<file path="config.mk">
export PLATFORM = sky130hd
export DESIGN_NAME = sorted_insert_priority_queue_unit
export DESIGN_NICKNAME = d
export VERILOG_FILES = /design/src/hw/rtl/siq_pkg.sv /design/src/hw/rtl/siq_datapath.sv /design/src/hw/rtl/siq_controller.sv /design/src/hw/rtl/sorted_insert_priority_queue_unit.sv
export SDC_FILE = /design/constraint.sdc
export NUM_CORES = 2
export LEC_CHECK = 0
export BUFFER_PORTS_ARGS = -buffer_cell sky130_fd_sc_hd__buf_2
export CORE_UTILIZATION = 50
export CTS_CLUSTER_DIAMETER = 80
export CTS_CLUSTER_SIZE = 20
export DETAILED_ROUTE_END_ITERATION = 12
export GPL_ROUTABILITY_DRIVEN = 0
export GPL_TIMING_DRIVEN = 1
export PLACE_DENSITY = 0.66
export REMOVE_ABC_BUFFERS = 1
export SYNTH_ARGS = -nofsm -noshare
export SYNTH_HDL_FRONTEND = slang
export SYNTH_HIERARCHICAL = 1
export SYNTH_SLANG_ARGS = --single-unit
</file>
<file path="constraint.sdc">
create_clock -name clk -period 6.55 [get_ports clk]
set_input_delay 1.31 -clock clk [delete_from_list [all_inputs] [get_ports clk]]
set_output_delay 1.31 -clock clk [all_outputs]
set_load 0.005 [all_outputs]
</file>
<file path="src/hw/rtl/siq_pkg.sv">
// Shared types and constants for the sorted-insert priority queue.
// No dependencies; imported by every module of the block.
package siq_pkg;

    // Store geometry
    localparam int DEPTH = 16;
    localparam int IDX_W = $clog2(DEPTH);
    localparam int CNT_W = $clog2(DEPTH + 1);

    // Operation codes
    localparam logic CMD_PUSH = 1'b0;
    localparam logic CMD_POP  = 1'b1;

    // Result status codes
    localparam logic [1:0] ST_OK    = 2'd0;
    localparam logic [1:0] ST_EMPTY = 2'd1;
    localparam logic [1:0] ST_FULL  = 2'd2;

    // Request payload
    typedef struct packed {
        logic               cmd;
        logic signed [31:0] value;
    } siq_req_t;

    // Response payload
    typedef struct packed {
        logic signed [31:0] popped_value;
        logic [1:0]         status;
        logic [4:0]         count;
    } siq_rsp_t;

    // Controller to datapath commands
    typedef struct packed {
        logic       load;
        logic       exec;
        logic       do_push;
        logic       do_pop;
        logic [1:0] status;
    } siq_ctrl_t;

    // Datapath to controller status
    typedef struct packed {
        logic pend_cmd;
        logic full;
        logic empty;
    } siq_stat_t;

endpackage

</file>
<file path="src/hw/rtl/siq_datapath.sv">
// Datapath: request holding register, sorted entry store, entry count and
// response register. Depends on siq_pkg.
module siq_datapath (
    input  logic               clk,
    input  logic               rst_n,
    input  siq_pkg::siq_req_t  req,
    input  siq_pkg::siq_ctrl_t ctrl,
    output siq_pkg::siq_stat_t stat,
    output siq_pkg::siq_rsp_t  rsp
);
    import siq_pkg::*;

    siq_req_t               req_reg;
    siq_rsp_t               rsp_reg;
    siq_rsp_t               rsp_next;
    logic signed [31:0]     entries_reg [DEPTH];
    logic signed [31:0]     entries_next [DEPTH];
    logic [CNT_W-1:0]       count_reg;
    logic [CNT_W-1:0]       count_next;
    logic [DEPTH-1:0]       lt;
    logic [DEPTH-1:0]       prev_lt;
    logic [IDX_W-1:0]       tail_idx;
    logic signed [31:0]     tail_value;
    logic [31:0]            count_ext;

    // Status towards the controller
    assign stat.pend_cmd = req_reg.cmd;
    assign stat.full     = (count_reg == CNT_W'(DEPTH));
    assign stat.empty    = (count_reg == '0);

    // Tail entry, the largest stored value
    assign tail_idx   = IDX_W'(count_reg - 1'b1);
    assign tail_value = entries_reg[tail_idx];

    // Per-entry compare: stored and smaller than the new value
    always_comb
    begin
        for (int i = 0; i < DEPTH; i++)
        begin
            lt[i] = (CNT_W'(i) < count_reg) && (entries_reg[i] < req_reg.value);
        end
        prev_lt[0] = 1'b1;
        for (int i = 1; i < DEPTH; i++)
        begin
            prev_lt[i] = lt[i-1];
        end
    end

    // Insert: keep smaller entries, place value at the boundary, shift the rest up
    always_comb
    begin
        entries_next[0] = lt[0] ? entries_reg[0] : req_reg.value;
        for (int i = 1; i < DEPTH; i++)
        begin
            if (lt[i])
                entries_next[i] = entries_reg[i];
            else if (prev_lt[i])
                entries_next[i] = req_reg.value;
            else
                entries_next[i] = entries_reg[i-1];
        end
    end

    // Next count and response
    always_comb
    begin
        count_next = count_reg;
        if (ctrl.do_push)
            count_next = count_reg + 1'b1;
        else if (ctrl.do_pop)
            count_next = count_reg - 1'b1;
        count_ext             = 32'(count_next);
        rsp_next.popped_value = ctrl.do_pop ? tail_value : 32'sd0;
        rsp_next.status       = ctrl.status;
        rsp_next.count        = count_ext[4:0];
    end

    // Payload registers
    always_ff @(posedge clk)
    begin
        if (ctrl.load)
            req_reg <= req;
        if (ctrl.exec)
            rsp_reg <= rsp_next;
        if (ctrl.do_push)
            entries_reg <= entries_next;
    end

    // Entry count
    always_ff @(posedge clk or negedge rst_n)
    begin
        if (!rst_n)
            count_reg <= '0;
        else
            count_reg <= count_next;
    end

    assign rsp = rsp_reg;

`ifndef SYNTHESIS
    a_count_bound: assert property (@(posedge clk) disable iff (!rst_n)
        count_reg <= CNT_W'(DEPTH))
        else $error("entry count above depth");

    a_push_grows: assert property (@(posedge clk) disable iff (!rst_n)
        ctrl.do_push |=> count_reg == $past(count_reg) + 1'b1)
        else $error("push did not grow the store");

    a_pop_tail: assert property (@(posedge clk) disable iff (!rst_n)
        ctrl.do_pop |=> rsp_reg.popped_value == $past(tail_value))
        else $error("pop did not return the tail");

    a_head_sorted: assert property (@(posedge clk) disable iff (!rst_n)
        count_reg >= CNT_W'(2) |-> entries_reg[0] <= entries_reg[1])
        else $error("head entries out of order");
`endif

endmodule

</file>
<file path="src/hw/rtl/siq_controller.sv">
// Controller: request handshake, execute sequencing and response valid.
// Depends on siq_pkg.
module siq_controller (
    input  logic               clk,
    input  logic               rst_n,
    input  logic               req_valid,
    output logic               req_stall,
    output logic               rsp_valid,
    input  logic               rsp_stall,
    input  siq_pkg::siq_stat_t stat,
    output siq_pkg::siq_ctrl_t ctrl
);
    import siq_pkg::*;

    typedef enum logic {
        S_IDLE,
        S_EXEC
    } state_t;

    state_t state_reg;
    state_t state_next;
    logic   rsp_valid_reg;
    logic   rsp_valid_next;
    logic   rsp_free;

    // Response register can take a new result this cycle
    assign rsp_free  = !rsp_valid_reg || !rsp_stall;
    assign req_stall = (state_reg != S_IDLE);
    assign rsp_valid = rsp_valid_reg;

    // Commands and next state
    always_comb
    begin
        ctrl           = '0;
        ctrl.status    = ST_OK;
        state_next     = state_reg;
        rsp_valid_next = rsp_valid_reg && rsp_stall;
        unique case (state_reg)
            S_IDLE:
            begin
                ctrl.load = req_valid;
                if (req_valid)
                    state_next = S_EXEC;
            end
            S_EXEC:
            begin
                if (rsp_free)
                begin
                    ctrl.exec      = 1'b1;
                    rsp_valid_next = 1'b1;
                    state_next     = S_IDLE;
                    if (stat.pend_cmd == CMD_PUSH)
                    begin
                        if (stat.full)
                            ctrl.status = ST_FULL;
                        else
                            ctrl.do_push = 1'b1;
                    end
                    else
                    begin
                        if (stat.empty)
                            ctrl.status = ST_EMPTY;
                        else
                            ctrl.do_pop = 1'b1;
                    end
                end
            end
            default:
            begin
                state_next = S_IDLE;
            end
        endcase
    end

    // State and registered outputs
    always_ff @(posedge clk or negedge rst_n)
    begin
        if (!rst_n)
        begin
            state_reg     <= S_IDLE;
            rsp_valid_reg <= 1'b0;
        end
        else
        begin
            state_reg     <= state_next;
            rsp_valid_reg <= rsp_valid_next;
        end
    end

`ifndef SYNTHESIS
    a_no_overwrite: assert property (@(posedge clk) disable iff (!rst_n)
        ctrl.exec |-> !(rsp_valid_reg && rsp_stall))
        else $error("stalled response overwritten");

    a_exec_follows_load: assert property (@(posedge clk) disable iff (!rst_n)
        ctrl.load |=> state_reg == S_EXEC)
        else $error("loaded request not executed");

    a_one_action: assert property (@(posedge clk) disable iff (!rst_n)
        $onehot0({ctrl.do_push, ctrl.do_pop})
        && (!(ctrl.do_push || ctrl.do_pop) || ctrl.exec))
        else $error("bad datapath action");
`endif

endmodule

</file>
<file path="src/hw/rtl/sorted_insert_priority_queue_unit.sv">
// Sorted-insert priority queue, top level: controller plus datapath.
// Depends on siq_pkg, siq_controller and siq_datapath.
//
// Usage:
//   Request channel req/req_valid/req_stall carries cmd (push or pop) and a
//   signed 32-bit value. Response channel rsp/rsp_valid/rsp_stall returns one
//   result per request: popped value (zero unless a pop succeeded), status
//   (ok, pop on empty, push on full) and the entry count after the request.
//   A transfer happens on a rising edge with valid high and stall low.
//   The request is captured in the request register; in the execute state
//   the result goes to the response register and response valid is set,
//   provided the response register is free. A new request is refused until
//   the last one has executed; the whole store updates at once, all entries
//   compared against the new value and shifted up past the insertion point.
//   A push into a full store is dropped; a pop of an empty store changes
//   nothing. Entries are kept smallest first; pop takes the largest.
//   Reset empties the store (count zero) and clears the response valid flag.
//   While the receiver stalls, the response register holds its result; one
//   further request is still taken and waits until the register frees up.
module sorted_insert_priority_queue_unit (
    input  logic              clk,
    input  logic              rst_n,
    input  logic              req_valid,
    output logic              req_stall,
    input  siq_pkg::siq_req_t req,
    output logic              rsp_valid,
    input  logic              rsp_stall,
    output siq_pkg::siq_rsp_t rsp
);
    import siq_pkg::*;

    siq_ctrl_t ctrl;
    siq_stat_t stat;

    // Sequencing
    siq_controller u_ctrl (
        .clk       (clk),
        .rst_n     (rst_n),
        .req_valid (req_valid),
        .req_stall (req_stall),
        .rsp_valid (rsp_valid),
        .rsp_stall (rsp_stall),
        .stat      (stat),
        .ctrl      (ctrl)
    );

    // Store and result
    siq_datapath u_dp (
        .clk   (clk),
        .rst_n (rst_n),
        .req   (req),
        .ctrl  (ctrl),
        .stat  (stat),
        .rsp   (rsp)
    );

endmodule

</file>
==> results.toml <==
[cells_and_area]
design_area_mm2 = 0.0424
final_cell_mix = "edfxtp_1, ha_1, mux2_2"
fin_util = 0.547
largest_reg_flops = 512
layout_commonest_cell = "edfxtp_1"
layout-drive-gt1-share = 0.270
num-nets-final = 3526
fin_cells = 4053
antenna-diode-count = 0
synthToLayoutAreaGrowth_pct = 7.88

[job]
max_cap_viol_count = 0

[grt]
grt_max_degree = 78
grt.total_usage = 0.296
antenna_found_initial = 4
grt_pass1_wl_um = 175000
grt_pass1_vias = 27089
grt_overflow = 0

[timing]
fin_worst_skew_ns = 0.0251
rsz0062_at_grt = "false"
maxSlewViolCount = 0
hold_viol = 0
finalSetupViolations = 0
slew_headroom = 0.0508
max_freq_mhz = 197
finalSetupTns_ns = 0
fin_crit_ns = 5.07
fin_ws_ns = 1.48
period_share = 0.774
tightestPinTransition_ns = 1.42
hold_ws_ns = 0.543

[pwr]
p_per_area_mw_per_mm2 = 385
p_leak_nw = 16.3
irDropWorstVdd_mv = 0.388
power_mw = 16.3

[logic_synthesis]
avgSynthCellArea_um2 = 13.4
yosysTopAreaCell = "edfxtp_1"
synth_cell_type_count = 66
synthArstFlopShare = 0.0118
synth_area_mm2 = 0.0393
synth-seq-cells = 591
ys_warn_count = 6
synth_area_leaders = "edfxtp_1, ha_1, mux2_2, mux4_2, a21oi_1"
synthCells = 2935
synth_edf_count = 584
synth_top_area_frac = 0.446
yosysSeqAreaShare = 0.450
ys.flop_type = "edfxtp_1"

[critical_path]
crit_type = "reg -> reg"
required_ns = 6.79
startpoint = "u_dp/req_reg[17]"
regToRegSetupSlack_ns = 1.48
cp-end-kind = "register"
startpoint_type = "register"
cp.arrival_ns = 5.31
crit_path_end = "u_dp/entries_reg[388]"
worstReg2RegEnd = "u_dp/entries_reg[388]"
r2r_start = "u_dp/req_reg[17]"
path_max_fanout = 32
rr_worst_depth = 10

[die]
die_y_um = 282
fp.dieArea_mm2 = 0.0798
core_region_area_mm2 = 0.0776
io_pins = 78
core.rowCount = 102
initial_core_util = 0.507
die_w_um = 282

[route]
dr.pass1.iters = 6
postRouteAntennaNets = 0
wire_per_inst_um = 29.0
vias = 27308
viasPerCell = 6.74
drtIter0Drc = 3027
wirelength_um = 118000
drcViolationCount = 0

[clocking]
path_clk_slew_ns = 0.08
cts_tree = "done"
clock_latency_ns = 0.60
cts_hold_buf = 0
htreeDepth = 2
cts_made_buffers = 38
cts_sinks = 591
postCtsSetupBuffers = 0
ctsResizeCount = 0
clock_path_buffers = 3
root_buffer = "clkbuf_16"

[placement]
pre_cts_slack_ns = 1.61
portBuffers = 77
dpl.hpwl_um = 85300
place_area_mm2 = 0.0412
dpl.cell_count = 3989

[worst_hold_path]
hold_path_class = "reg -> reg"

[run_status]
status = "finished clean"
[synth_stat cells, drive strengths merged (20+ instances only)]
| library cell | number |
|---|---|
| o21ai | 60 |
| and3 | 47 |
| clkbuf | 73 |
| a31oi | 24 |
| edfxtp | 584 |
| inv | 39 |
| nand3 | 90 |
| nor3 | 20 |
| nor2 | 58 |
| mux4 | 128 |
| nand3b | 32 |
| nand4 | 73 |
| mux2 | 484 |
| a21o | 64 |
| buf | 66 |
| a21oi | 181 |
| ha | 500 |
| nand2 | 212 |
| nor2b | 24 |
[area by class of cell]
class                           count  area, um^2
Clock buffer                       46        1000
Clock inverter                     18         181
Fill cell                        6508       35200
Inverter                           39         146
Multi-Input combinational cell   2166       21000
Sequential cell                   591       17700
Tap cell                         1040        1300
Timing Repair Buffer              153        1110
[worst max-delay path, cell delays in order, from the launching register on]
cell	delay, ns
edfxtp_1	0.84
inv_1	0.62
ha_1	0.48
a21oi_1	0.18
o21ai_0	0.23
a221o_1	0.35
or3_1	0.34
a21oi_1	0.26
mux2i_4	0.67
and2_1	0.22
buf_4	0.45
[worst min path at each step]
| stage | startpoint | to | slack [ns] | cells after the start |
|---|---|---|---|---|
| 2_1_floorplan | u_ctrl/req_stall | u_ctrl/rsp_valid | 0.51 | 1 |
| 3_3_place_gp | u_ctrl/req_stall | u_ctrl/rsp_valid | 0.50 | 1 |
| 5_1_grt | u_ctrl/req_stall | u_ctrl/rsp_valid | 0.56 | 1 |
| 3_5_place_dp | u_ctrl/req_stall | u_ctrl/rsp_valid | 0.53 | 1 |
| 4_1_cts | u_ctrl/req_stall | u_ctrl/rsp_valid | 0.54 | 1 |
| 6_report | u_ctrl/req_stall | u_ctrl/rsp_valid | 0.54 | 1 |
[report_power, final]
group	total [mW]	internal, mW	switching (mW)
Clock	2.61	1.23	1.38
Combinational	8.23	3.54	4.69
Sequential	5.50	5.05	0.452
[metal layers]
metal,up-vias,share of wire,GRT usage
li1,11798,-,-
met1,13943,0.43,0.423
met2,1351,0.45,0.455
met3,216,0.092,0.0478
met4,0,0.036,0.107
met5,-,0,0
[cells by family (layout without fill, tap and decap cells)]
logic type | Yosys count | after routing | synth area share
xor gates and xnor gates | 7 | 7 | 0.00156
and+or+nand+nor | 613 | 613 | 0.0786
DFF | 591 | 591 | 0.450
adders and majority gates | 500 | 500 | 0.159
AOI/OAI and AO/OA | 426 | 426 | 0.0705
muxes | 620 | 620 | 0.219
buffers and inverters | 178 | 256 | 0.0209
No activity file was read; power rests on OpenSTA's default activity.
